==> src/rtl/sfr_pkg.sv <==
// shared types, codes and reset values for the serial frame receiver
`default_nettype none

package sfr_pkg;

  // default size of the frame store, in bytes
  localparam int MaxFrameDef = 64;

  // configuration port geometry
  localparam int CfgIdxW  = 3;
  localparam int CfgDataW = 16;

  // register indexes
  localparam logic [CfgIdxW-1:0] REG_GUARD = 3'd0;
  localparam logic [CfgIdxW-1:0] REG_SOF   = 3'd1;
  localparam logic [CfgIdxW-1:0] REG_ACK   = 3'd2;
  localparam logic [CfgIdxW-1:0] REG_NACK  = 3'd3;
  localparam logic [CfgIdxW-1:0] REG_CAN   = 3'd4;

  // register reset values
  localparam logic [15:0] GUARD_RST = 16'd1500;
  localparam logic [7:0]  SOF_RST   = 8'd1;
  localparam logic [7:0]  ACK_RST   = 8'd6;
  localparam logic [7:0]  NACK_RST  = 8'd21;
  localparam logic [7:0]  CAN_RST   = 8'd24;

  // checksum seed
  localparam logic [7:0] CHECK_SEED = 8'hFF;

  // request types
  localparam logic [1:0] REQ_BYTE    = 2'd0;
  localparam logic [1:0] REQ_TIMEOUT = 2'd1;

  // line replies
  localparam logic [1:0] REPLY_NONE = 2'd0;
  localparam logic [1:0] REPLY_ACK  = 2'd1;
  localparam logic [1:0] REPLY_NACK = 2'd2;

  // status codes
  localparam logic [3:0] ST_STORED     = 4'd0;
  localparam logic [3:0] ST_FRAME_OK   = 4'd1;
  localparam logic [3:0] ST_CONTROL    = 4'd2;
  localparam logic [3:0] ST_UNKNOWN    = 4'd3;
  localparam logic [3:0] ST_BAD_LEN    = 4'd4;
  localparam logic [3:0] ST_CHECKSUM   = 4'd5;
  localparam logic [3:0] ST_INCOMPLETE = 4'd6;
  localparam logic [3:0] ST_IGNORED    = 4'd7;
  localparam logic [3:0] ST_LINK_ERR   = 4'd8;

  // configuration register set
  typedef struct packed {
    logic [15:0] guard;
    logic [7:0]  sof;
    logic [7:0]  ack;
    logic [7:0]  nack;
    logic [7:0]  can;
  } cfg_t;

  // one result transaction
  typedef struct packed {
    logic       host_valid;
    logic [7:0] host_byte;
    logic       host_last;
    logic [1:0] line_reply;
    logic [3:0] status;
  } result_t;

  // parser outcome for one accepted input
  typedef struct packed {
    result_t res;
    logic    frame_ok;
  } parse_t;

endpackage

`default_nettype wire

==> src/rtl/serial_frame_receiver.sv <==
// serial frame receiver top level: registers, frame readout and output stage
//
//   channel  direction  handshake                 payload
//   input    in         in_valid_i / in_stall_o   req_type_i, data_byte_i, now_ms_i
//   output   out        out_valid_o / out_stall_i host_valid_o, host_byte_o, host_last_o,
//                                                 line_reply_o, status_o
//   config   in         cfg_we_i                  cfg_idx_i, cfg_data_i
//
// an input with a single result is registered into the output register; inputs follow
// every cycle while the output register drains. a good frame streams from the frame store
// one byte a cycle, unless the output stalls, through its registered read port, with input
// stalled. reset clears control and config registers at once; the frame store needs no
// clearing pass. output stall holds the output register and stalls the input behind it.
`default_nettype none

module serial_frame_receiver import sfr_pkg::*; #(
  parameter int MAX_FRAME = MaxFrameDef
) (
  input  wire logic                clk_i,
  input  wire logic                rst_ni,
  input  wire logic                in_valid_i,
  output logic                     in_stall_o,
  input  wire logic [1:0]          req_type_i,
  input  wire logic [7:0]          data_byte_i,
  input  wire logic [31:0]         now_ms_i,
  output logic                     out_valid_o,
  input  wire logic                out_stall_i,
  output logic                     host_valid_o,
  output logic      [7:0]          host_byte_o,
  output logic                     host_last_o,
  output logic      [1:0]          line_reply_o,
  output logic      [3:0]          status_o,
  input  wire logic                cfg_we_i,
  input  wire logic [CfgIdxW-1:0]  cfg_idx_i,
  input  wire logic [CfgDataW-1:0] cfg_data_i
);

  localparam int AW = $clog2(MAX_FRAME);
  localparam int FW = $clog2(MAX_FRAME + 1);

  localparam logic ST_IDLE = 1'b0;
  localparam logic ST_READ = 1'b1;

  cfg_t          cfg_q;
  parse_t        pres;
  logic [FW-1:0] plen;
  logic          wr_en;
  logic [AW-1:0] wr_addr;
  logic [7:0]    wr_data;
  logic [7:0]    rd_data;

  logic          state_q, state_d;
  logic [FW-1:0] len_q, len_d;
  logic [FW-1:0] rd_addr_q, rd_addr_d;
  logic [AW-1:0] rd_idx_q, rd_idx_d;
  logic          rd_pend_q, rd_pend_d;
  logic          out_valid_q, out_valid_d;
  result_t       out_q, out_d;

  logic          in_fire;
  logic          out_load;
  logic          move;
  logic          issue;
  logic          rd_last;

  // configuration registers
  always_ff @(posedge clk_i or negedge rst_ni) begin
    if (!rst_ni) begin
      cfg_q.guard <= GUARD_RST;
      cfg_q.sof   <= SOF_RST;
      cfg_q.ack   <= ACK_RST;
      cfg_q.nack  <= NACK_RST;
      cfg_q.can   <= CAN_RST;
    end else if (cfg_we_i) begin
      unique case (cfg_idx_i)
        REG_GUARD: cfg_q.guard <= cfg_data_i;
        REG_SOF:   cfg_q.sof   <= cfg_data_i[7:0];
        REG_ACK:   cfg_q.ack   <= cfg_data_i[7:0];
        REG_NACK:  cfg_q.nack  <= cfg_data_i[7:0];
        REG_CAN:   cfg_q.can   <= cfg_data_i[7:0];
        default: ;
      endcase
    end
  end

  // handshake
  assign out_load   = !out_valid_q || !out_stall_i;
  assign in_stall_o = (state_q != ST_IDLE) || !out_load;
  assign in_fire    = in_valid_i && !in_stall_o;

  sfr_parser #(
    .MAX_FRAME (MAX_FRAME),
    .AW        (AW),
    .FW        (FW)
  ) u_parser (
    .clk_i       (clk_i),
    .rst_ni      (rst_ni),
    .fire_i      (in_fire),
    .req_type_i  (req_type_i),
    .data_byte_i (data_byte_i),
    .now_ms_i    (now_ms_i),
    .cfg_i       (cfg_q),
    .parse_o     (pres),
    .len_o       (plen),
    .wr_en_o     (wr_en),
    .wr_addr_o   (wr_addr),
    .wr_data_o   (wr_data)
  );

  // readout pipeline control
  assign move    = (state_q == ST_READ) && rd_pend_q && out_load;
  assign issue   = (state_q == ST_READ) && (rd_addr_q != len_q) && (!rd_pend_q || move);
  assign rd_last = (FW'(rd_idx_q) + FW'(1)) == len_q;

  sfr_frame_store #(
    .DEPTH (MAX_FRAME),
    .AW    (AW)
  ) u_store (
    .clk_i     (clk_i),
    .wr_en_i   (wr_en),
    .wr_addr_i (wr_addr),
    .wr_data_i (wr_data),
    .rd_en_i   (issue),
    .rd_addr_i (rd_addr_q[AW-1:0]),
    .rd_data_o (rd_data)
  );

  // sequencer and output register next state
  always_comb begin
    state_d     = state_q;
    len_d       = len_q;
    rd_addr_d   = rd_addr_q;
    rd_idx_d    = rd_idx_q;
    rd_pend_d   = rd_pend_q;
    out_valid_d = out_valid_q;
    out_d       = out_q;
    if (out_load) begin
      out_valid_d = 1'b0;
    end
    unique case (state_q)
      ST_IDLE: begin
        if (in_fire) begin
          if (pres.frame_ok) begin
            state_d   = ST_READ;
            len_d     = plen;
            rd_addr_d = '0;
            rd_pend_d = 1'b0;
          end else begin
            out_valid_d = 1'b1;
            out_d       = pres.res;
          end
        end
      end
      ST_READ: begin
        if (issue) begin
          rd_addr_d = rd_addr_q + FW'(1);
          rd_idx_d  = rd_addr_q[AW-1:0];
          rd_pend_d = 1'b1;
        end else if (move) begin
          rd_pend_d = 1'b0;
        end
        if (move) begin
          out_valid_d      = 1'b1;
          out_d.host_valid = 1'b1;
          out_d.host_byte  = rd_data;
          out_d.host_last  = rd_last;
          out_d.line_reply = rd_last ? REPLY_ACK : REPLY_NONE;
          out_d.status     = ST_FRAME_OK;
          if (rd_last) begin
            state_d = ST_IDLE;
          end
        end
      end
      default: state_d = ST_IDLE;
    endcase
  end

  // control registers
  always_ff @(posedge clk_i or negedge rst_ni) begin
    if (!rst_ni) begin
      state_q     <= ST_IDLE;
      len_q       <= '0;
      rd_addr_q   <= '0;
      rd_pend_q   <= 1'b0;
      out_valid_q <= 1'b0;
    end else begin
      state_q     <= state_d;
      len_q       <= len_d;
      rd_addr_q   <= rd_addr_d;
      rd_pend_q   <= rd_pend_d;
      out_valid_q <= out_valid_d;
    end
  end

  // payload registers
  always_ff @(posedge clk_i) begin
    rd_idx_q <= rd_idx_d;
    out_q    <= out_d;
  end

  assign out_valid_o  = out_valid_q;
  assign host_valid_o = out_q.host_valid;
  assign host_byte_o  = out_q.host_byte;
  assign host_last_o  = out_q.host_last;
  assign line_reply_o = out_q.line_reply;
  assign status_o     = out_q.status;

  // pending read data only exists during readout
  a_pend_in_read: assert property (@(posedge clk_i) disable iff (!rst_ni)
    rd_pend_q |-> state_q == ST_READ)
    else $error("read data pending outside readout");

  // read address never runs past the frame length
  a_addr_bound: assert property (@(posedge clk_i) disable iff (!rst_ni)
    state_q == ST_READ |-> rd_addr_q <= len_q)
    else $error("read address past frame length");

  // a good frame holds at least start, length and checksum and fits the store
  a_frame_len: assert property (@(posedge clk_i) disable iff (!rst_ni)
    (in_fire && pres.frame_ok) |-> (plen >= FW'(3)) && (int'(plen) <= MAX_FRAME))
    else $error("frame length out of range");

  // a line reply is only given on the last result of an input
  a_reply_last: assert property (@(posedge clk_i) disable iff (!rst_ni)
    (out_valid_q && out_q.line_reply != REPLY_NONE) |-> out_q.host_last)
    else $error("line reply on a result that is not last");

endmodule

`default_nettype wire

==> src/rtl/sfr_frame_store.sv <==
// frame byte memory, one write port and one registered read port
`default_nettype none

module sfr_frame_store #(
  parameter int DEPTH = 64,
  parameter int AW    = 6
) (
  input  wire logic          clk_i,
  input  wire logic          wr_en_i,
  input  wire logic [AW-1:0] wr_addr_i,
  input  wire logic [7:0]    wr_data_i,
  input  wire logic          rd_en_i,
  input  wire logic [AW-1:0] rd_addr_i,
  output logic      [7:0]    rd_data_o
);

  logic [7:0] mem [DEPTH];
  logic [7:0] rd_data_q;

  // write port
  always_ff @(posedge clk_i) begin
    if (wr_en_i) begin
      mem[wr_addr_i] <= wr_data_i;
    end
  end

  // read port, data valid in the cycle after enable
  always_ff @(posedge clk_i) begin
    if (rd_en_i) begin
      rd_data_q <= mem[rd_addr_i];
    end
  end

  assign rd_data_o = rd_data_q;

endmodule

`default_nettype wire

==> src/rtl/sfr_parser.sv <==
// frame parser: assembly state, checksum, length checks and result decode
`default_nettype none

module sfr_parser import sfr_pkg::*; #(
  parameter int MAX_FRAME = MaxFrameDef,
  parameter int AW        = $clog2(MAX_FRAME),
  parameter int FW        = $clog2(MAX_FRAME + 1)
) (
  input  wire logic          clk_i,
  input  wire logic          rst_ni,
  input  wire logic          fire_i,
  input  wire logic [1:0]    req_type_i,
  input  wire logic [7:0]    data_byte_i,
  input  wire logic [31:0]   now_ms_i,
  input  wire cfg_t          cfg_i,
  output parse_t             parse_o,
  output logic      [FW-1:0] len_o,
  output logic               wr_en_o,
  output logic      [AW-1:0] wr_addr_o,
  output logic      [7:0]    wr_data_o
);

  logic [FW-1:0] fill_q, fill_d;
  logic [FW-1:0] exp_q, exp_d;
  logic [7:0]    chk_q, chk_d;
  logic [31:0]   start_q, start_d;

  logic [31:0]   elapsed;
  logic          in_guard;
  logic          first;
  logic [FW-1:0] fill_new;
  logic [FW-1:0] exp_cur;
  logic [FW-1:0] exp_new;
  logic [7:0]    chk_cur;
  logic [8:0]    total;
  logic          wr_en;

  assign elapsed  = now_ms_i - start_q;
  assign in_guard = elapsed < {16'h0000, cfg_i.guard};
  assign first    = (fill_q == '0);
  assign fill_new = fill_q + FW'(1);
  assign exp_cur  = first ? '0 : exp_q;
  assign chk_cur  = first ? CHECK_SEED : chk_q;
  assign total    = {1'b0, data_byte_i} + 9'd2;

  // decode one input against the assembly state
  always_comb begin
    parse_o            = '0;
    parse_o.res.host_last = 1'b1;
    fill_d             = fill_q;
    exp_d              = exp_q;
    chk_d              = chk_q;
    start_d            = start_q;
    exp_new            = exp_cur;
    wr_en              = 1'b0;
    case (req_type_i)
      REQ_TIMEOUT: begin
        parse_o.res.status = ST_IGNORED;
        if (!in_guard) begin
          exp_d = '0;
          if (!first) begin
            fill_d                 = '0;
            chk_d                  = CHECK_SEED;
            parse_o.res.host_valid = 1'b1;
            parse_o.res.host_byte  = cfg_i.nack;
            parse_o.res.status     = ST_INCOMPLETE;
          end
        end
      end
      REQ_BYTE: begin
        if (first && (data_byte_i == cfg_i.ack || data_byte_i == cfg_i.nack ||
                      data_byte_i == cfg_i.can)) begin
          parse_o.res.host_valid = 1'b1;
          parse_o.res.host_byte  = data_byte_i;
          parse_o.res.status     = ST_CONTROL;
        end else if (first && data_byte_i != cfg_i.sof) begin
          parse_o.res.host_valid = 1'b1;
          parse_o.res.host_byte  = cfg_i.nack;
          parse_o.res.status     = ST_UNKNOWN;
        end else begin
          wr_en = 1'b1;
          if (first) begin
            start_d = now_ms_i;
          end
          // length byte sets the frame size
          if (exp_cur == '0 && fill_new == FW'(2)) begin
            exp_new = total[FW-1:0];
          end
          if (exp_cur == '0 && fill_new == FW'(2) &&
              (data_byte_i == 8'h00 || total > 9'(MAX_FRAME))) begin
            fill_d                 = '0;
            exp_d                  = '0;
            chk_d                  = CHECK_SEED;
            parse_o.res.host_valid = 1'b1;
            parse_o.res.host_byte  = cfg_i.nack;
            parse_o.res.status     = ST_BAD_LEN;
          end else if (exp_new != '0 && fill_new == exp_new) begin
            // checksum byte closes the frame
            fill_d = '0;
            exp_d  = '0;
            chk_d  = CHECK_SEED;
            if (chk_cur != data_byte_i) begin
              parse_o.res.host_valid = 1'b1;
              parse_o.res.host_byte  = cfg_i.nack;
              parse_o.res.line_reply = REPLY_NACK;
              parse_o.res.status     = ST_CHECKSUM;
            end else begin
              parse_o.frame_ok   = 1'b1;
              parse_o.res.status = ST_FRAME_OK;
            end
          end else if (int'(fill_new) >= MAX_FRAME) begin
            // hard bound on the store
            fill_d                 = '0;
            exp_d                  = '0;
            chk_d                  = CHECK_SEED;
            parse_o.res.host_valid = 1'b1;
            parse_o.res.host_byte  = cfg_i.nack;
            parse_o.res.status     = ST_BAD_LEN;
          end else begin
            fill_d             = fill_new;
            exp_d              = exp_new;
            chk_d              = (fill_new >= FW'(2)) ? (chk_cur ^ data_byte_i) : chk_cur;
            parse_o.res.status = ST_STORED;
          end
        end
      end
      default: begin
        fill_d             = '0;
        exp_d              = '0;
        chk_d              = CHECK_SEED;
        parse_o.res.status = ST_LINK_ERR;
      end
    endcase
  end

  // assembly state
  always_ff @(posedge clk_i or negedge rst_ni) begin
    if (!rst_ni) begin
      fill_q  <= '0;
      exp_q   <= '0;
      chk_q   <= CHECK_SEED;
      start_q <= '0;
    end else if (fire_i) begin
      fill_q  <= fill_d;
      exp_q   <= exp_d;
      chk_q   <= chk_d;
      start_q <= start_d;
    end
  end

  assign len_o     = fill_new;
  assign wr_en_o   = fire_i && wr_en;
  assign wr_addr_o = fill_q[AW-1:0];
  assign wr_data_o = data_byte_i;

endmodule

`default_nettype wire

==> config.mk <==
export PLATFORM = sky130hd
export DESIGN_NAME = serial_frame_receiver
export DESIGN_NICKNAME = d
export VERILOG_FILES = /design/src/rtl/sfr_pkg.sv /design/src/rtl/serial_frame_receiver.sv /design/src/rtl/sfr_frame_store.sv /design/src/rtl/sfr_parser.sv
export SDC_FILE = /design/constraint.sdc
export NUM_CORES = 1
export LEC_CHECK = 0
export BUFFER_PORTS_ARGS = -buffer_cell sky130_fd_sc_hd__buf_4
export CORE_ASPECT_RATIO = 0.75
export CORE_MARGIN = 1
export CORE_UTILIZATION = 40
export CTS_BUF_LIST = sky130_fd_sc_hd__clkbuf_8
export DETAILED_ROUTE_END_ITERATION = 10
export HOLD_SLACK_MARGIN = 0.15
export PLACE_DENSITY_LB_ADDON = 0.2
export SKIP_CTS_REPAIR_TIMING = 1
export SYNTH_ARGS = -nofsm -noshare
export SYNTH_HDL_FRONTEND = slang
export SYNTH_SLANG_ARGS = --single-unit
==> constraint.sdc <==
create_clock -name clk_i -period 6.2 [get_ports clk_i]
set_input_delay 0.31 -clock clk_i [delete_from_list [all_inputs] [get_ports clk_i]]
set_output_delay 0.31 -clock clk_i [all_outputs]
set_load 0.005 [all_outputs]
# == Word level (Yosys, flattened, before mapping) ==
# Memory sizes are Yosys's and may differ from the RTL's. A register that Yosys moved wholly into a read port is not among the register bits.
# Cells that the tools add are included.
# totals
register_bits,141
ramBits,512
input_bits,66
word_cells,188
mem_count,1
# mem_list
name,words,word_bits,read_ports,rd_ports_with_merged_regs,write_ports,line_no,rtl
u_store.mem,64,8,1,1,1,sfr_frame_store.sv:17,logic [7:0] mem [DEPTH];
# classes
add_sub_neg,5
n_lt_le_gt_ge,4
n_eq_ne,24
mux,89
n_bitwise,4
reduce_logical,41
# op_table
cell,n
2-to-1 mux 7 bit,21
2-to-1 mux 8 bit,9
2-to-1 mux 9 bit,8
2-to-1 mux 16 bit,3
case mux 7 bit (2 select lines),3
< comparator 32 x 16 -> 1 bit,1
case mux 16 bit (2 select lines),1
subtractor 32 bit,1
2-to-1 mux 1 bit,25
== test 8 bit,3
2-to-1 mux 4 bit,5
case mux 9 bit (2 select lines),1
inequality test 8 bit,2
case mux 8 bit (2 select lines),1
adder 7 x 1 -> 7 bit (second input constant),2
== test 7 bit,2
zero test 7 bit,2
2-to-1 mux 2 bit,6
inequality test 2 bit (second input constant),6
AND reduction 2 bit,6
AND reduction 3 bit,4
logical AND 1 bit,11
AND reduction 5 bit,2
adder 8 x 2 -> 9 bit (second input constant),1
other kinds (24),41

# == Logic depth before layout (Yosys ltp) ==
# depth
ltp_word,18
ltp_mapped,23
mapped_depth_nobuf,21

# == Cells and area by module ==
# A second synthesis with hierarchy kept.
# hier_totals
hier_cells,2024
area_unflattened_um2,30287.8
# by_module_without_submodules
mod,instances,cells_each,area_per_inst_um2
sfr_frame_store,1,933,20246.9
sfr_parser,1,829,6257.3
serial_frame_receiver,1,262,3783.6

# == Worst setup path before layout ==
# No wires, ideal clock.
# synth_timing
kind,register to register
start,reg u_parser.start_q[0]
end,"reg out_q, in the netlist host_byte_o[0], data pin"
setup_ns,0.254
arrival_time_ns,3.862
setup_slack_ns,2.085
stages_incl_launch_ff,21
path_cell_list,dfrtp_1 > ha_1 > fa_1 > nand2b_1 > a21oi_1 > nor2_1 > o21a_1 > o21ai_0 > a21oi_1 > xnor2_1 > ha_1 > nor2b_1 > o21ai_0 > o21ai_0 > or3_1 > nor3_1 > and4_1 > and4_1 > or3_1 > a21oi_4 > a21o_1
# synth_lines
element,line_no,rtl
from (decl),sfr_parser.sv:26,"logic [31:0] start_q, start_d;"
from (signal assigned),sfr_parser.sv:147,start_q <= start_d;
to (signal assigned),serial_frame_receiver.sv:198,out_q <= out_d;
to (decl),serial_frame_receiver.sv:58,"result_t out_q, out_d;"

# == Final worst setup path ==
# layout_timing
start,reg u_parser.start_q[0]
end,reg u_parser.chk_q[3]
# layout_between
elab_chain_cells,4
# layout_rtl
element,line_no,rtl
subtractor 32 bit,sfr_parser.sv:38,assign elapsed = now_ms_i - start_q;
< comparator 32 x 16 -> 1 bit,sfr_parser.sv:39,"assign in_guard = elapsed < {16'h0000, cfg_i.guard};"
inequality test 2 bit (no source line),-,
AND reduction 5 bit (no source line),-,
to (signal assigned),sfr_parser.sv:146,chk_q <= chk_d;
to (decl),sfr_parser.sv:25,"logic [7:0] chk_q, chk_d;"
# Every way passes these cells.
# A chain may end at the register's enable or synchronous reset.

==> qor.csv <==
metric,value,unit
RePlAce Congestion,0.914,
I/O pin cnt,84,
Port Buf Inserts,83,
CP dominant cell by count,o21ai_0,
Via Count,17400,
Power Density,320,nW/um2
DRC errors left,0,
HP Class,in -> reg,
fmax,201,MHz
max incr delay on CP,410,ps
sequential-to-total area share from yosys stat,64.9,%
post-synth cell types,83,
CORE AREA,73500,um2
synthesized flop and latch total,661,
Crit Path Max Fanout,25,
WL per Instance,24.2,um
post-synthesis cell area,29700,um2
initial antenna violation count,3,
Layout area overhead,14.5,%
Slowest cell on crit path,fa_1,
status,completed,
row count,86,
Startpoint Class,flop,
initial core utilization,40.4,%
Post-synth EDFFs,542,
"antenna viol nets, final",0,
CTS tree,done,
drt pass-1 iters,5,
Final min period,4970,ps
largest net degree at the start of global routing,70,
Worst-path clk slew,70,ps
dpl ws,1280,ps
part of the cycle the worst path needs,80.2,%
Synth area leader,edfxtp_1,
CTS root buf,clkbuf_8,
clock latency at the later pin of the worst-skew pair,710,ps
ys flop type,edfxtp_1,
total grt overflow,0,
vias in the first global route,16600,
Final Skew,41.7,ps
H-tree depth,3,
Initial DRC Count,1490,
"FFs w/ async S/R, synth",18.0,%
Final Power,10.9,mW
CTS Sinks,661,
DP Wirelength,48800,um
CP Class,reg -> reg,
"Arr. time, crit path",5630,ps
Worst VDD drop,0.160,mV
first-pass GRT wire length,110000,um
Synth top area share,54.8,%
crit end category,flop,
Die Wd,317,um
Syn Area/Cell,15.9,um2
slew at the pin closest to its max-slew limit,1150,ps
CTS buffer count,105,
"top cells by area, synth","edfxtp_1, mux4_2, dfrtp_1, mux2_2, ha_1",
final hold vios,0,
DR vias/cell,5.60,
Longest Clk Path Bufs,3,
share of post-route cells with drive strength above 1,25.0,%
RSZ-0062 raised after global routing,no,
die span in y,238,um
final setup margin,1230,ps
Crit path required time,6860,ps
NumNets Final,2172,
DIE AREA,75400,um2
Inst Count DP,2846,
final slew viol count,0,
non-filler instance count after layout,3103,
crit-path cells,"ha_1, fa_1, nand2b_1, a21oi_1, nor2_1, o21a_1, o21ai_0, a21oi_1, xnor2_1, ha_1, nor2b_1, o21ai_0, o21ai_0, or3_1, nor3_1, and4_1, and4_4, nor3_2, buf_4, a41oi_1, o22a_1",
max-cap violations,0,
yosys warns,0,
synthesized instance count,1867,
final WL,75100,um
Setup-failing EPs final,0,
relative max-transition margin,22.6,%
Leak,11.8,nW
Global Route Usage Sum,19.9,%
"Net Count, Synth",1986,
setup TNS,0,ps
==> routing by layer <==
layer | GRT usage [%] | vias to the layer above | routed length, um
met5 | 0 | - | 16
met4 | 4.04 | 2 | 1220
met3 | 4.02 | 114 | 4520
met2 | 27.9 | 537 | 32400
met1 | 31.8 | 9034 | 37000
li1 | - | 7676 | -
==> state kept, by name, indices dropped and copies added, names as in the netlist, 2 cells and up, named ones only <==
signal	flops
line_reply_o	2
rd_idx_q	6
u_store.mem	512
u_parser.exp_q	7
status_o	4
u_parser.fill_q	7
u_store.rd_data_o	8
cfg_q	48
len_q	7
u_parser.start_q	32
rd_addr_q	7
host_byte_o	8
u_parser.chk_q	8
==> path summary, 6_finish.rpt <==
check	start	end	slack [ps]	cells past startpoint
worst max-delay path	u_parser.start_q[0]	u_parser.chk_q[3]	1230	21
worst min-delay path	cfg_idx_i[0]	cfg_q[39]	140	5
worst max register to register	u_parser.start_q[0]	u_parser.chk_q[3]	1230	21
worst min register to register	u_parser.start_q[18]	u_parser.start_q[18]	510	1
max in group asynchronous	rst_ni	rd_addr_q[1]	4420	3
min in group asynchronous	rst_ni	u_parser.start_q[0]	220	2
==> Yosys cell counts (9+ instances only) <==
| master | number |
|---|---|
| buf_1 | 14 |
| dfrtp_1 | 96 |
| inv_1 | 69 |
| nor3_1 | 34 |
| a22o_1 | 10 |
| o21ai_0 | 59 |
| clkbuf_1 | 56 |
| edfxtp_1 | 542 |
| xor2_1 | 28 |
| buf_2 | 20 |
| dfstp_2 | 23 |
| and2_1 | 10 |
| nand3_1 | 27 |
| nand2_1 | 98 |
| ha_1 | 52 |
| a21o_1 | 16 |
| a211oi_1 | 11 |
| and3_1 | 14 |
| xnor2_1 | 59 |
| a21oi_1 | 70 |
| mux4_2 | 168 |
| nand4_1 | 21 |
| or3_1 | 11 |
| nand2b_1 | 15 |
| nor2_1 | 116 |
| mux2_2 | 65 |
| a41oi_1 | 9 |
| o21ai_1 | 9 |
==> worst max-delay path: cells and delay by family (launching register included) <==
kind                     cells  cell delay [ps]
flip-flops                   1              390
adder cells (fa/ha/maj)      3              920
AND/OR/NAND/NOR              8             1450
XOR/XNOR                     1              150
buffers and inverters        1              220
AO/OA/AOI/OAI                8             1770
==> layout by cell type, fill, tap and decap left out, types with 52 or more instances in the layout <==
| cell type | n |
|---|---|
| ha_1 | 52 |
| dfrtp_1 | 93 |
| clkbuf_8 | 108 |
| mux4_2 | 168 |
| edfxtp_1 | 542 |
| nand2_1 | 98 |
| xnor2_1 | 59 |
| o21ai_0 | 59 |
| dlygate4sd3_1 | 68 |
| nor2_1 | 116 |
| a21oi_1 | 70 |
| buf_4 | 106 |
| mux2_2 | 65 |
| inv_1 | 95 |
==> logic make-up after synthesis <==
family	after synthesis	synth area share (%)
xor+xnor	89	2.67
simple gates	398	6.69
fa+ha+maj	53	2.26
mux	241	15.5
buf+inv	168	2.33
compound gates	257	5.64
flops	661	64.9
==> report_power, final <==
part           leakage [nW]  internal, mW  switching (mW)
registers              6.35          5.04           0.139
clock network          1.11          1.83            1.75
logic                  4.29         0.869            1.25
total                  11.8          7.74            3.14
==> layout make-up <==
| cell class | instances | area (um2) |
|---|---|---|
| fillers | 6348 | 39500 |
| clock inverters | 80 | 485 |
| multi-input cells | 1038 | 9740 |
| repair buffers | 176 | 1520 |
| diodes | 1 | 2.50 |
| clock buffers | 108 | 1490 |
| inverters | 71 | 267 |
| well taps | 968 | 1210 |
| flip-flops and latches | 661 | 19300 |
==> per-stage QoR <==
stage | hold WS [ps] | cell area [um2] | util (%)
final | 141 | 34000 | 46.3
after global routing | 149 | 34000 | 46.3
after CTS | -339 | 33300 | 45.3
after detailed placement | 448 | 31300 | 42.6
after global placement | 439 | 31300 | 42.6
after floorplan | 14.4 | 29700 | -
Power figures use the tool's default switching activity.
